<file path="src/rtl/core/irpwd_pkg.sv">
// ----------------------------------------------------------------------------
// irpwd_pkg
// Shared constants and types for the infrared pulse-width decoder.
// ----------------------------------------------------------------------------
`default_nettype none

package irpwd_pkg;

    // Number of data bits in one frame (8..32).
    localparam int CODE_BITS   = 32;
    localparam int TICK_W      = 16;
    localparam int CFG_INDEX_W = 4;
    localparam int RAW_W       = 32;
    localparam int COUNT_W     = 6;

    localparam logic [COUNT_W-1:0] COUNT_MAX  = {COUNT_W{1'b1}};
    localparam logic [COUNT_W-1:0] CODE_COUNT = COUNT_W'(CODE_BITS);

    typedef enum logic [CFG_INDEX_W-1:0] {
        CFG_LEADER_MARK_LOW  = 4'd0,
        CFG_LEADER_SPACE_LOW = 4'd1,
        CFG_REPEAT_SPACE_LOW = 4'd2,
        CFG_LONG_WINDOW      = 4'd3,
        CFG_BIT_MARK_LOW     = 4'd4,
        CFG_ZERO_SPACE_LOW   = 4'd5,
        CFG_ONE_SPACE_LOW    = 4'd6,
        CFG_SHORT_WINDOW     = 4'd7
    } cfg_index_t;

    localparam logic [TICK_W-1:0] RST_LEADER_MARK_LOW  = 16'd4000;
    localparam logic [TICK_W-1:0] RST_LEADER_SPACE_LOW = 16'd2000;
    localparam logic [TICK_W-1:0] RST_REPEAT_SPACE_LOW = 16'd7000;
    localparam logic [TICK_W-1:0] RST_LONG_WINDOW      = 16'd1000;
    localparam logic [TICK_W-1:0] RST_BIT_MARK_LOW     = 16'd200;
    localparam logic [TICK_W-1:0] RST_ZERO_SPACE_LOW   = 16'd200;
    localparam logic [TICK_W-1:0] RST_ONE_SPACE_LOW    = 16'd800;
    localparam logic [TICK_W-1:0] RST_SHORT_WINDOW     = 16'd100;

    localparam logic [7:0] COMPLEMENT_MASK = 8'hff;

endpackage

`default_nettype wire

</file>
<file path="src/rtl/core/ir_pulse_width_decoder.sv">
// ----------------------------------------------------------------------------
// ir_pulse_width_decoder
// Decodes mark/space durations of NEC-style infrared frames into key events.
// ----------------------------------------------------------------------------
//  channel | direction | handshake          | payload
//  in      | input     | in_valid/in_stall  | edge_ticks
//  out     | output    | out_valid/out_stall| key_event, was_repeat, raw_code,
//          |           |                    | key_code, code_ok
//  cfg     | input     | cfg_valid/cfg_ready| cfg_index, cfg_data
//
//  One item per cycle while in_stall is low; each result appears in the cycle after its transfer,
//  set by the single decode stage ahead of the result register.
//  in_stall rises only while the result register is full and stalled.
//  cfg_ready is always high; writes to indexes above 7 are dropped.
//  Reset loads the default thresholds and clears the decode state.
// ----------------------------------------------------------------------------
`default_nettype none

module ir_pulse_width_decoder (
    input  wire logic                              clk,
    input  wire logic                              rst_n,
    input  wire logic                              in_valid,
    output logic                                   in_stall,
    input  wire logic [irpwd_pkg::TICK_W-1:0]      edge_ticks,
    output logic                                   out_valid,
    input  wire logic                              out_stall,
    output logic                                   key_event,
    output logic                                   was_repeat,
    output logic [irpwd_pkg::RAW_W-1:0]            raw_code,
    output logic [7:0]                             key_code,
    output logic                                   code_ok,
    input  wire logic                              cfg_valid,
    output logic                                   cfg_ready,
    input  wire logic [irpwd_pkg::CFG_INDEX_W-1:0] cfg_index,
    input  wire logic [irpwd_pkg::TICK_W-1:0]      cfg_data
);

    localparam int TW = irpwd_pkg::TICK_W;
    localparam int CW = irpwd_pkg::COUNT_W;
    localparam int RW = irpwd_pkg::RAW_W;

    function automatic logic in_window(input logic [TW-1:0] v,
                                       input logic [TW-1:0] low,
                                       input logic [TW-1:0] win);
        logic [TW:0] upper;
        upper = {1'b0, low} + {1'b0, win};
        return (v > low) && ({1'b0, v} < upper);
    endfunction

    // configuration
    logic [TW-1:0] leader_mark_low_reg, leader_space_low_reg, repeat_space_low_reg;
    logic [TW-1:0] long_window_reg, bit_mark_low_reg, zero_space_low_reg;
    logic [TW-1:0] one_space_low_reg, short_window_reg;

    // decode state
    logic          phase_reg, phase_next;
    logic [TW-1:0] mark_reg, mark_next;
    logic [TW-1:0] space_reg, space_next;
    logic [RW-1:0] code_reg, code_next;
    logic [CW-1:0] bit_index_reg, bit_index_next;
    logic [CW-1:0] bits_since_reg, bits_since_next;
    logic          repeat_pending_reg, repeat_pending_next;

    // result register
    logic          out_valid_reg;
    logic          key_event_reg, key_event_next;
    logic          was_repeat_reg, was_repeat_next;
    logic [RW-1:0] raw_code_reg;
    logic [7:0]    key_code_reg, key_code_next;
    logic          code_ok_reg, code_ok_next;

    logic in_xfer;

    assign in_stall  = out_valid_reg && out_stall;
    assign in_xfer   = in_valid && !in_stall;
    assign cfg_ready = 1'b1;

    always_ff @(posedge clk or negedge rst_n)
    begin
        if (!rst_n)
        begin
            leader_mark_low_reg  <= irpwd_pkg::RST_LEADER_MARK_LOW;
            leader_space_low_reg <= irpwd_pkg::RST_LEADER_SPACE_LOW;
            repeat_space_low_reg <= irpwd_pkg::RST_REPEAT_SPACE_LOW;
            long_window_reg      <= irpwd_pkg::RST_LONG_WINDOW;
            bit_mark_low_reg     <= irpwd_pkg::RST_BIT_MARK_LOW;
            zero_space_low_reg   <= irpwd_pkg::RST_ZERO_SPACE_LOW;
            one_space_low_reg    <= irpwd_pkg::RST_ONE_SPACE_LOW;
            short_window_reg     <= irpwd_pkg::RST_SHORT_WINDOW;
        end
        else if (cfg_valid && cfg_ready)
        begin
            unique case (cfg_index)
                irpwd_pkg::CFG_LEADER_MARK_LOW:  leader_mark_low_reg  <= cfg_data;
                irpwd_pkg::CFG_LEADER_SPACE_LOW: leader_space_low_reg <= cfg_data;
                irpwd_pkg::CFG_REPEAT_SPACE_LOW: repeat_space_low_reg <= cfg_data;
                irpwd_pkg::CFG_LONG_WINDOW:      long_window_reg      <= cfg_data;
                irpwd_pkg::CFG_BIT_MARK_LOW:     bit_mark_low_reg     <= cfg_data;
                irpwd_pkg::CFG_ZERO_SPACE_LOW:   zero_space_low_reg   <= cfg_data;
                irpwd_pkg::CFG_ONE_SPACE_LOW:    one_space_low_reg    <= cfg_data;
                irpwd_pkg::CFG_SHORT_WINDOW:     short_window_reg     <= cfg_data;
                default: ;
            endcase
        end
    end

    always_comb
    begin
        logic lead_mark, lead_hit, rep_hit, bit_mark, zero_hit, one_hit, put;
        logic event_hit;
        logic [7:0] hi_byte, lo_byte;

        phase_next = ~phase_reg;
        mark_next  = phase_next ? mark_reg : edge_ticks;
        space_next = phase_next ? edge_ticks : space_reg;

        code_next           = code_reg;
        bit_index_next      = bit_index_reg;
        bits_since_next     = bits_since_reg;
        repeat_pending_next = repeat_pending_reg;

        lead_mark = in_window(mark_next, leader_mark_low_reg, long_window_reg);
        lead_hit  = lead_mark &&
                    in_window(space_next, leader_space_low_reg, long_window_reg);
        rep_hit   = lead_mark &&
                    in_window(space_next, repeat_space_low_reg, long_window_reg);

        priority if (lead_hit)
        begin
            code_next           = '0;
            repeat_pending_next = 1'b0;
            bit_index_next      = '0;
        end
        else if (rep_hit)
        begin
            repeat_pending_next = 1'b1;
        end

        // zero range wins where the two overlap
        bit_mark = phase_next && in_window(mark_next, bit_mark_low_reg, short_window_reg);
        zero_hit = in_window(space_next, zero_space_low_reg, short_window_reg);
        one_hit  = in_window(space_next, one_space_low_reg, short_window_reg);
        put      = bit_mark && (zero_hit || one_hit);

        if (put)
        begin
            if (bit_index_next < irpwd_pkg::CODE_COUNT)
            begin
                code_next[bit_index_next[$clog2(RW)-1:0]] = !zero_hit;
            end
            if (bit_index_next != irpwd_pkg::COUNT_MAX)
            begin
                bit_index_next = bit_index_next + 1'b1;
            end
            if (bits_since_next != irpwd_pkg::COUNT_MAX)
            begin
                bits_since_next = bits_since_next + 1'b1;
            end
        end

        event_hit       = (bits_since_next == irpwd_pkg::CODE_COUNT) || repeat_pending_next;
        key_event_next  = event_hit;
        was_repeat_next = event_hit && repeat_pending_next;
        if (event_hit)
        begin
            repeat_pending_next = 1'b0;
            bits_since_next     = '0;
        end

        hi_byte       = code_next[31:24];
        lo_byte       = code_next[23:16];
        code_ok_next  = (hi_byte ^ lo_byte) == irpwd_pkg::COMPLEMENT_MASK;
        key_code_next = code_ok_next ? lo_byte : 8'h00;
    end

    always_ff @(posedge clk or negedge rst_n)
    begin
        if (!rst_n)
        begin
            phase_reg          <= 1'b1;
            mark_reg           <= '0;
            space_reg          <= '0;
            code_reg           <= '0;
            bit_index_reg      <= '0;
            bits_since_reg     <= '0;
            repeat_pending_reg <= 1'b0;
        end
        else if (in_xfer)
        begin
            phase_reg          <= phase_next;
            mark_reg           <= mark_next;
            space_reg          <= space_next;
            code_reg           <= code_next;
            bit_index_reg      <= bit_index_next;
            bits_since_reg     <= bits_since_next;
            repeat_pending_reg <= repeat_pending_next;
        end
    end

    // hold the result while the output is stalled
    always_ff @(posedge clk or negedge rst_n)
    begin
        if (!rst_n)
        begin
            out_valid_reg <= 1'b0;
        end
        else if (in_xfer)
        begin
            out_valid_reg <= 1'b1;
        end
        else if (!out_stall)
        begin
            out_valid_reg <= 1'b0;
        end
    end

    always_ff @(posedge clk)
    begin
        if (in_xfer)
        begin
            key_event_reg  <= key_event_next;
            was_repeat_reg <= was_repeat_next;
            raw_code_reg   <= code_next;
            key_code_reg   <= key_code_next;
            code_ok_reg    <= code_ok_next;
        end
    end

    assign out_valid  = out_valid_reg;
    assign key_event  = key_event_reg;
    assign was_repeat = was_repeat_reg;
    assign raw_code   = raw_code_reg;
    assign key_code   = key_code_reg;
    assign code_ok    = code_ok_reg;

endmodule

`default_nettype wire

</file>
<file path="config.mk">
export PLATFORM = sky130hd
export DESIGN_NAME = ir_pulse_width_decoder
export DESIGN_NICKNAME = d
export VERILOG_FILES = /design/src/rtl/core/irpwd_pkg.sv /design/src/rtl/core/ir_pulse_width_decoder.sv
export SDC_FILE = /design/constraint.sdc
export NUM_CORES = 1
export LEC_CHECK = 0
export ABC_AREA = 1
export ABC_CLOCK_PERIOD_IN_PS = 7700
export BUFFER_PORTS_ARGS = -buffer_cell sky130_fd_sc_hd__buf_2
export CELL_PAD_IN_SITES_DETAIL_PLACEMENT = 1
export CELL_PAD_IN_SITES_GLOBAL_PLACEMENT = 2
export CORE_MARGIN = 5
export CORE_UTILIZATION = 41
export DETAILED_ROUTE_END_ITERATION = 10
export PLACE_DENSITY_LB_ADDON = 0.1
export RECOVER_POWER = 100
export SYNTH_ARGS = -nofsm -noshare
export SYNTH_HDL_FRONTEND = slang
export SYNTH_SLANG_ARGS = --single-unit
</file>
<file path="constraint.sdc">
create_clock -name clk -period 7.7 [get_ports clk]
set_input_delay 1.155 -clock clk [delete_from_list [all_inputs] [get_ports clk]]
set_output_delay 1.155 -clock clk [all_outputs]
set_load 0.03 [all_outputs]
</file>
---- Word level (Yosys, flattened, before mapping) ----
Cells that the tools add are included.
word-level totals
  flip-flop bits (word level) ............. 250
  input bits .............................. 41
cells by class
  add/subtract/negate cells ............... 8
  $lt $le $gt $ge ......................... 15
  eq/ne operators ......................... 12
  mux-type cells .......................... 19
  bitwise operators ....................... 2
  reduce and logical (&&, ||, !) cells .... 27
operators with widths
  operator                                                           number
  adder 16 x 16 -> 17 bit                                            6
  less-than comparator 16 x 17 -> 1 bit                              6
  greater-than comparator 16 bit                                     6
  2-to-1 mux 32 bit                                                  3
  2-to-1 mux 6 bit                                                   6
  bitwise mux 32 bit                                                 1
  2-to-1 mux 16 bit                                                  2
  == test 4 x 3 -> 1 bit, second input constant                      4
  AND reduction 2 bit                                                8
  logical AND 1 bit                                                  14
  adder 6 x 1 -> 6 bit, second input constant                        2
  != test 6 bit, second input constant                               2
  == test 4 x 2 -> 1 bit, second input constant                      2
  == test 8 bit, second input constant                               1
  XOR 8 bit                                                          1
  == test 6 bit, second input constant                               1
  less-than comparator 5 x 6 -> 1 bit, second input constant         1
  less-than comparator 6 bit, second input constant                  1
  2-to-1 mux 1 bit                                                   6
  demux 1 bit (select 5 bit)                                         1
  greater-or-equal comparator 5 x 1 -> 1 bit, second input constant  1
  == test 4 x 1 -> 1 bit, second input constant                      1
  logical NOT 4 bit                                                  1
  logical NOT 1 bit                                                  2
  other kinds (3)                                                    4

---- Depth between registers and ports, before layout ----
Gate-level depths: netlist of run 1.
  word-level depth ........................ 14
  gate-level depth with buffers ........... 38
  gate-level depth less buffers ........... 35

---- Worst setup path after synthesis of run 1 ----
OpenSTA, ideal clock, no wires.
  path type ............................... reg-to-reg
  start point ............................. register long_window_reg[5]
  end point ............................... register key_code_reg[0], in the netlist key_code[0] (data pin)
  library setup time ...................... 0.256 ns
  arrival ................................. 4.603 ns
  required time ........................... 7.444 ns
  setup slack ............................. 2.841 ns
  cell stages (with the launch flop) ...... 34
  cell sequence ........................... dfstp_2 -> ha_1 -> inv_1 -> o311ai_0 -> a21oi_1 -> o21bai_1 -> a31oi_1 -> o21ai_0 -> nand2_1 -> nand2_1 -> a21oi_1 -> xor2_1 -> ha_1 -> nand3_1 -> nor2_1 -> nor2_2 -> nand2_2 -> buf_4 -> buf_2 -> inv_1 -> nor2_1 -> ha_1 -> nand2_1 -> nor2_4 -> buf_6 -> nand3_1 -> nand2_1 -> inv_1 -> nand2_1 -> nand2_1 -> nand2_1 -> nor2_1 -> nand2_2 -> nor2_1
on the way
  word-level cells in the longest chain between the ends .. 14
  elaborated cells between the ends (all ways) .. 20
  those cells by class .................... 2 x add/sub; 5 x order compare; 1 x eq/ne; 7 x mux; 1 x bitwise; 4 x reduce/logical
ends and longest elaborated chain
  item                                                                                                                     line                           RTL
  from (decl)                                                                                                              ir_pulse_width_decoder.sv:52   logic [TW-1:0] long_window_reg, bit_mark_low_reg, zero_space_low_reg;
  from (signal assigned)                                                                                                   ir_pulse_width_decoder.sv:85   long_window_reg <= irpwd_pkg::RST_LONG_WINDOW;
  from (signal assigned)                                                                                                   ir_pulse_width_decoder.sv:97   irpwd_pkg::CFG_LONG_WINDOW: long_window_reg <= cfg_data;
  adder 16 x 16 -> 17 bit                                                                                                  ir_pulse_width_decoder.sv:46   upper = {1'b0, low} + {1'b0, win};
  less-than comparator 16 x 17 -> 1 bit                                                                                    ir_pulse_width_decoder.sv:47   return (v > low) && ({1'b0, v} < upper);
  logical AND 1 bit                                                                                                        ir_pulse_width_decoder.sv:47
  logical AND 1 bit *                                                                                                      ir_pulse_width_decoder.sv:123  lead_hit = lead_mark &&
  2-to-1 mux 6 bit                                                                                                         ir_pulse_width_decoder.sv:128  priority if (lead_hit)
  less-than comparator 5 x 6 -> 1 bit (implied by the code) or greater-or-equal comparator 5 x 1 -> 1 bit (tied branches)  ir_pulse_width_decoder.sv:149  code_next[bit_index_next[$clog2(RW)-1:0]] = !zero_hit;
  logical AND 1 bit (implied by the code)                                                                                  ir_pulse_width_decoder.sv:149
  2-to-1 mux 1 bit (implied by the code)                                                                                   ir_pulse_width_decoder.sv:149
  demux 1 bit (select 5 bit)                                                                                               ir_pulse_width_decoder.sv:149
  bitwise mux 32 bit                                                                                                       ir_pulse_width_decoder.sv:149
  2-to-1 mux 32 bit                                                                                                        ir_pulse_width_decoder.sv:147  if (bit_index_next < irpwd_pkg::CODE_COUNT)
  2-to-1 mux 32 bit *                                                                                                      ir_pulse_width_decoder.sv:145  if (put)
  net code_next[23]                                                                                                        ir_pulse_width_decoder.sv:59   logic [RW-1:0] code_reg, code_next;
  XOR 8 bit *                                                                                                              ir_pulse_width_decoder.sv:172  code_ok_next = (hi_byte ^ lo_byte) == irpwd_pkg::COMPLEMENT_MASK;
  == test 8 bit *                                                                                                          ir_pulse_width_decoder.sv:172
  to (signal assigned)                                                                                                     ir_pulse_width_decoder.sv:224  key_code_reg <= key_code_next;
  to (decl)                                                                                                                ir_pulse_width_decoder.sv:69   logic [7:0] key_code_reg, key_code_next;
The timed path passes the listed nets; every way through them passes the cells marked *.
A chain may end at the register's enable or synchronous reset.

---- Worst setup path in the final report of run 1 ----
  start point ............................. register long_window_reg[5]
  end point ............................... register key_code_reg[1], in the netlist key_code[1] (data pin)
The elaborated chain is that of the path after synthesis.

==> metrics.log, run 1 <==
[metrics] effective utilization at floorplan: 0.417
[metrics] global-route wire length before repair: 94000 um
[metrics] CTS tree: yes
[metrics] Hold Buf Count CTS: 0
[metrics] required time of the critical path: 7980 ps
[metrics] row count: 78
[metrics] clk_lat worst skew: 540 ps
[metrics] worst-path fanout max: 15
[metrics] DP Wirelength: 46400 um
[metrics] largest net degree at the start of global routing: 122
[metrics] number of buffer cells added on primary ports: 85
[metrics] Synth area leader: dfrtp_1
[metrics] final setup fails: 0
[metrics] vertical die dimension: 225 um
[metrics] post-synth design cell area: 19000 um^2
[metrics] ys async rst share: 0.828
[metrics] area growth from synthesis to final layout: 11.4%
[metrics] synthesized net count: 2767
[metrics] final-report max-slew violation count: 224
[metrics] status: finished with violations
[metrics] max-cap check violation count: 3
[metrics] maximum buffer depth of the clock tree: 3
[metrics] # nets final: 2861
[metrics] Boundary Pins: 87
[metrics] Main synth FF type: dfrtp_1
[metrics] Most Frequent Cell on Critical Path: nand2_1
[metrics] crit path capture type: flip-flop
[metrics] Routability Congestion: 0.850
[metrics] cell count after synthesis: 2433
[metrics] Antenna Violating Nets Remaining: 0
[metrics] Worst R2R Path Depth: 31
[metrics] post-synth cell types: 55
[metrics] number of hold violations in the final report: 0
[metrics] slew at the pin with the worst max-slew slack: 5200 ps
[metrics] Slew Limit Headroom: -2.47
[metrics] startpoint kind of the worst setup timing path: flip-flop
[metrics] remaining design rule violation count: 0
[metrics] class of the tightest hold or removal check: reg2reg
[metrics] Peak Freq: 156 MHz
[metrics] Filler cells: 5669
[metrics] cell with the largest stage delay on the worst path: nor2_1
[metrics] total via count after detailed routing: 16800
[metrics] all-layer global routing usage: 0.233
[metrics] slowest stage delay, CP: 630 ps
[metrics] total die area: 50700 um^2
[metrics] area share of the leading cell type in the synthesized netlist: 0.223
[metrics] post-synthesis area per instance: 7.80 um^2
[metrics] setup repair after global routing missed its margin: false
[metrics] Worst VDD drop: 201 uV
[metrics] clock-pin slew reported for the worst setup and hold paths after clock tree synthesis: 60 ps
[metrics] layout cells sized above 1: 0.0733
[metrics] H-tree lvl count: 2
[metrics] Period minus WS final: 6400 ps
[metrics] accumulated negative setup slack: 0 ps
[metrics] wire length per cell after detailed routing: 18.8 um
[metrics] total of warnings raised by yosys: 0
[metrics] core region area: 45600 um^2
[metrics] total iterations of the first detailed-routing run: 5
[metrics] most area-consuming cells after synthesis: dfrtp_1 (22%), ha_1 (19%), nand2_1 (13%)
[metrics] TritonCTS Buffers: 34
[metrics] Power Density: 373 nW/um^2
[metrics] most numerous cell types in the synthesized netlist: nand2_1 (656), inv_1 (296), ha_1 (287)
[metrics] worst-case clock skew: 19.5 ps
[metrics] number of buffers inserted to repair setup after CTS: 0
[metrics] reg-to-reg setup timing slack: 1300 ps
[metrics] wire length reported by the detailed router: 59300 um
[metrics] endpoint arrival time on the critical path: 6680 ps
[metrics] final cycle utilization of the critical path: 0.831
[metrics] Post-synth EDFFs: 43
[metrics] final hold slack: 483 ps
[metrics] Setup Crit Path Kind: reg2reg
[metrics] width of the chip: 225 um
[metrics] cell with the most instances after synthesis: nand2_1
[metrics] via count of the first global-routing pass: 17400
[metrics] share of the yosys chip area belonging to registers: 0.343
[metrics] Clock Sink Count: 250
[metrics] Leak: 10.6 nW
[metrics] GR Overflow Total: 0
[metrics] cts repair resizes: 0
[metrics] antenna violations before repair: 1
[metrics] count of cells along the worst hold path: 2
[metrics] clock root buffer: clkbuf_16
[metrics] number of design-rule violations left by the first detailed-router iteration: 780
[metrics] flops & latches, synth: 250
[metrics] violations in the final reports: max-capacitance violations, max-slew violations
[metrics] Via density: 5.32
==> worst paths after layout <==
kind	to	startpoint
min in group asynchronous	space_reg[1]	rst_n
hold reg to reg	code_reg[10]	code_reg[10]
max in group asynchronous	bit_mark_low_reg[1]	rst_n
setup reg to reg	key_code[1]	long_window_reg[5]
hold / removal	code_reg[10]	code_reg[10]
setup / recovery	key_code[1]	long_window_reg[5]
==> layer usage <==
metal | track usage | share of wire | routed length [um] | up-vias
li1 | - | - | - | 8254
met1 | 0.336 | 0.50 | 29600 | 8314
met2 | 0.380 | 0.45 | 26900 | 166
met3 | 0.0266 | 0.030 | 1770 | 53
met4 | 0.0517 | 0.017 | 1030 | 0
met5 | 0 | 0 | 0 | -
==> cell usage in the layout, fill, tap and decap left out, types with 11 or more instances in the layout <==
cell type,count
dfstp_2,38
dfrtp_1,169
a21oi_1,168
a21o_1,11
clkbuf_1,62
clkbuf_16,35
nand3_1,95
nand4_1,13
inv_1,296
buf_4,27
nor3_1,23
nor2_1,106
nand2_1,665
xnor2_1,32
xor2_1,57
edfxtp_1,43
ha_1,287
buf_2,38
o21ai_0,259
==> layout make-up <==
cell class | count | area, um^2 | share of cell area
clock inverter | 11 | 136 | 0.00645
inverter | 303 | 1140 | 0.0538
clock buffer | 50 | 972 | 0.0460
tap | 600 | 751 | 0.0355
multi-input combinational | 1821 | 11000 | 0.521
timing repair buffer | 117 | 604 | 0.0286
antenna | 1 | 2.50 | 0.000118
sequential | 250 | 6520 | 0.308
==> cell families (layout without fill, tap and decap cells) <==
group | after synthesis | after routing | synth area share
simple gates | 938 | 938 | 0.203
compound gates | 500 | 500 | 0.142
buf+inv | 362 | 481 | 0.0742
fa+ha+maj | 293 | 293 | 0.195
flops | 250 | 250 | 0.343
xor+xnor | 89 | 89 | 0.0411
other cells | 1 | 2 | 0.000198
==> critical path, delay by kind of cell, from the launching register on <==
kind                       cells  cell delay [ps]
AOI/OAI and AO/OA              6             1480
DFF                            1              570
adders and majority gates      3              650
and+or+nand+nor               17             2790
buffers and inverters          4              480
xor gates and xnor gates       1              150
==> report_power, final <==
group / leakage [nW] / switching, mW / internal (mW)
combinational: 7.03 / 2.78 / 1.58
sequential: 3.01 / 0.275 / 1.66
clock: 0.544 / 0.623 / 0.977
total: 10.6 / 3.68 / 4.21
==> through the flow <==
step	instance area, um^2	power [mW]	util	cells	setup slack [ps]
4_1_cts	21300	8.01	0.467	3152	1720
2_1_floorplan	19000	4.93	-	2433	2840
3_3_place_gp	20200	6.13	0.442	3091	2030
5_1_grt	21100	8.68	0.464	3152	508
3_5_place_dp	20200	6.35	0.442	3091	1780
6_report	21100	7.89	0.464	3153	1300
(Power assumes the default switching activity.)
==> run 2: changes to the inputs <==
--- a/config.mk
+++ b/config.mk
@@ -5,8 +5,8 @@
 export SDC_FILE = /design/constraint.sdc
 export NUM_CORES = 1
 export LEC_CHECK = 0
-export ABC_AREA = 1
-export ABC_CLOCK_PERIOD_IN_PS = 7700
+export ABC_AREA = 0
+export ABC_CLOCK_PERIOD_IN_PS = 5990
 export BUFFER_PORTS_ARGS = -buffer_cell sky130_fd_sc_hd__buf_2
 export CELL_PAD_IN_SITES_DETAIL_PLACEMENT = 1
 export CELL_PAD_IN_SITES_GLOBAL_PLACEMENT = 2
==> constraint.sdc (replaced) <==
create_clock -name clk -period 5.99 [get_ports clk]
set_input_delay 0.8985 -clock clk [delete_from_list [all_inputs] [get_ports clk]]
set_output_delay 0.8985 -clock clk [all_outputs]
set_load 0.03 [all_outputs]
==> run 2 against run 1 <==
Net effect: sequential power up 30%; largest power group unchanged; combinational power up 66%; non-clock buffer count up 46; the run still ends with max-capacitance violations, max-slew violations left; critical path type unchanged; largest cell class unchanged; die area up 1.9%.
==> metrics.log, run 2 <==
[metrics] Main synth FF type: dfrtp_1
[metrics] cell with the largest stage delay on the worst path: or4_4
[metrics] flops & latches, synth: 250 (unchanged)
[metrics] crit path capture type: flip-flop
[metrics] Reg area: 6520 um^2 (about the same)
[metrics] most numerous cell types in the synthesized netlist: ha_1 (287), dfrtp_1 (169), mux2_2 (160)
[metrics] multi-input combinational cell area: 12200 um^2 (+11%)
[metrics] post-synth cell types: 89 (+62%)
[metrics] post-synth design cell area: 19400 um^2 (+2.0%)
[metrics] wire length reported by the detailed router: 61200 um (+3.2%)
[metrics] accumulated negative setup slack: 0 ps (unchanged)
[metrics] antenna violations before repair: 3 (+2)
[metrics] maximum buffer depth of the clock tree: 3 (unchanged)
[metrics] global-route wire length before repair: 95900 um (+2.0%)
[metrics] # nets final: 2450 (-14%)
[metrics] Filler cells: 5263 (-7.2%)
[metrics] max-cap check violation count: 2 (-1)
[metrics] critical hold path startpoint: code_reg[31]
[metrics] Period minus WS final: 5810 ps (-593 ps)
[metrics] TritonCTS Buffers: 35 (+2.9%)
[metrics] remaining design rule violation count: 0 (unchanged)
[metrics] synthesized net count: 2314 (-16%)
[metrics] violations in the final reports: max-capacitance violations, max-slew violations
[metrics] core region area: 46700 um^2 (+2.4%)
[metrics] vertical die dimension: 227 um (+0.97%)
[metrics] worst-case clock skew: 16.1 ps (-3.41 ps)
[metrics] total via count after detailed routing: 15800 (-6.0%)
[metrics] ys async rst share: 0.828 (unchanged)
[metrics] worst-path fanout max: 6 (-9)
[metrics] total die area: 51700 um^2 (+1.9%)
[metrics] share of the yosys chip area belonging to registers: 0.336 (-0.00683)
[metrics] Slew Limit Headroom: -1.56 (+0.907)
[metrics] number of buffer cells added on primary ports: 85 (unchanged)
[metrics] commonest cells after routing, fill and taps aside: ha_1 (280), dfrtp_1 (166), mux2_2 (157)
[metrics] final instance area: 22300 um^2 (+5.3%)
[metrics] RR Startpoint: leader_space_low_reg[1]
[metrics] most area-consuming cells after synthesis: dfrtp_1 (22%), ha_1 (19%), mux2_2 (9.3%)
[metrics] row count: 79 (+1.3%)
[metrics] clock root buffer: clkbuf_16
[metrics] status: finished with violations
[metrics] area share of the leading cell type in the synthesized netlist: 0.218 (-0.00443)
[metrics] Routability Congestion: 0.860 (+1.1%)
[metrics] endpoint of the most critical register-to-register path: key_code[6]
[metrics] Leak: 10.0 nW (-5.1%)
[metrics] width of the chip: 227 um (+0.97%)
[metrics] endpoint arrival time on the critical path: 6200 ps (-480 ps)
[metrics] via count of the first global-routing pass: 16900 (-3.4%)
[metrics] Clock Sink Count: 250 (unchanged)
[metrics] Post-synth EDFFs: 43 (unchanged)
[metrics] required time of the critical path: 6380 ps (-1600 ps)
[metrics] Boundary Pins: 87 (unchanged)
[metrics] final cycle utilization of the critical path: 0.970 (+0.138)
[metrics] total of warnings raised by yosys: 0 (unchanged)
[metrics] count of cells along the worst hold path: 2 (unchanged)
[metrics] startpoint kind of the worst setup timing path: flip-flop
[metrics] cell count after synthesis: 1980 (-19%)
[metrics] number of design-rule violations left by the first detailed-router iteration: 641 (-18%)
[metrics] clk_lat worst skew: 540 ps (about the same)
[metrics] total iterations of the first detailed-routing run: 5 (unchanged)
[metrics] effective utilization at floorplan: 0.415 (-0.00137)
[metrics] clock-pin slew reported for the worst setup and hold paths after clock tree synthesis: 50 ps (about the same)
[metrics] class of the tightest hold or removal check: reg2reg
[metrics] Antenna Violating Nets Remaining: 0 (unchanged)
[metrics] Power Density: 535 nW/um^2 (+43%)
[metrics] Worst R2R Path Depth: 29 (-6.5%)
[metrics] Synth area leader: dfrtp_1
[metrics] post-synthesis area per instance: 9.78 um^2 (+25%)
[metrics] H-tree lvl count: 2 (unchanged)
[metrics] GR Overflow Total: 0 (unchanged)
[metrics] final hold slack: 486 ps (+3.23 ps)
[metrics] Peak Freq: 172 MHz (+10%)
[metrics] cell area reported after detailed placement: 20900 um^2 (+3.5%)
[metrics] setup repair after global routing missed its margin: true
[metrics] total power after layout: 11.9 mW (+51%)
[metrics] slew at the pin with the worst max-slew slack: 3840 ps (-1360 ps)
[metrics] all-layer global routing usage: 0.237 (+0.00335)
[metrics] Worst VDD drop: 272 uV (+35%)
[metrics] Setup Crit Path Kind: reg2reg
[metrics] most frequent standard cell in the layout excluding fill and tap cells: ha_1
[metrics] slowest stage delay, CP: 500 ps (-130 ps)
[metrics] reg-to-reg setup timing slack: 180 ps (-1120 ps)
[metrics] final-report max-slew violation count: 119 (-47%)
[metrics] number of hold violations in the final report: 0 (unchanged)
[metrics] wire length per cell after detailed routing: 22.3 um (+18%)
[metrics] DP Wirelength: 47200 um (+1.8%)
[metrics] largest net degree at the start of global routing: 143 (+17%)
[metrics] destination of the worst hold path: code_reg[31]
[metrics] area growth from synthesis to final layout: 14.9%
[metrics] CTS tree: yes
[metrics] Util after Layout: 0.477 (+0.0132)
[metrics] Via density: 5.74 (+7.7%)
[metrics] layout cells sized above 1: 0.206 (+0.133)
[metrics] final setup fails: 0 (unchanged)
[metrics] cell with the most instances after synthesis: ha_1
## run 2: changes by cell type in the layout (fill, tap and decap cells not counted), sizes merged, moves of 15 or more
cell | previous run | this run
inv | 302 | 143
a21oi | 170 | 148
mux2 | 0 | 160
a21o | 11 | 41
a211oi | 6 | 22
and2 | 4 | 19
nor2 | 116 | 76
o21ai | 261 | 135
nand2 | 671 | 135
buf | 66 | 111
nand4 | 13 | 35
and3 | 0 | 18
nand3 | 98 | 56
nor2b | 0 | 20
## run 2: what timing repair did
item                       CTS  global route
resized for setup           12            35
setup buffers                2            14
gates cloned                 0             1
pin swaps                    8            23
setup endpoints to repair    9            46
hold buffers                 0             0
## run 2: kinds of logic (layout without fill, tap and decap cells)
group | count (synthesis) | in the layout | synth area share
xor+xnor | 91 | 91 | 0.0411
mux | 171 | 171 | 0.100
compound gates | 504 | 504 | 0.166
flops | 250 | 250 | 0.336
simple gates | 464 | 464 | 0.122
fa+ha+maj | 293 | 293 | 0.192
buf+inv | 206 | 367 | 0.0426
other cells | 1 | 3 | 0.000194
## run 2: how the worst max path moves through the flow
stage,from,end,slack [ps]
floorplan,long_window_reg[1],key_code[0],4
global placement,long_window_reg[0],key_code[0],-70
detailed placement,long_window_reg[1],key_code[0],-310
CTS,long_window_reg[0],key_code[0],0.2
global route,leader_space_low_reg[1],key_code[0],-160
finish,leader_space_low_reg[1],key_code[6],180
## run 2: per-layer routing
metal / vias up / track usage / wire, um
met5: - / 0 / 0
met4: 0 / 0.0718 / 1750
met3: 86 / 0.0273 / 1560
met2: 175 / 0.402 / 29400
met1: 7950 / 0.318 / 28500
li1: 7565 / - / -
## run 2: critical path, delay by kind of cell, from the launching register on
family                   cells  cell delay, ps
AND/OR/NAND/NOR              7            1150
buffers and inverters        4             440
XOR/XNOR                     2             320
flip-flops                   1             420
adder cells (fa/ha/maj)      3             700
AO/OA/AOI/OAI               13            2620
## run 2: metrics by stage
stage                     setup slack (ps)  cells
after floorplan                       3.70   1980
after global placement               -74.1   2669
after detailed placement              -305   2669
after CTS                            0.220   2733
after global routing                  -162   2748
final                                  181   2750
## run 2: final cells by class
cell class | instances | share of cell area
multi-input combinational | 1524 | 0.550
sequential | 250 | 0.293
timing repair buffer | 163 | 0.0453
clock buffer | 47 | 0.0441
tap | 607 | 0.0341
inverter | 142 | 0.0242
clock inverter | 15 | 0.00938
antenna | 2 | 0.000225
## run 2: where the power goes
group          total (mW)  internal (mW)  switching [mW]
registers            2.50           2.16           0.343
logic                7.22           3.02            4.20
clock network        2.18           1.36           0.821
total                11.9           6.54            5.37
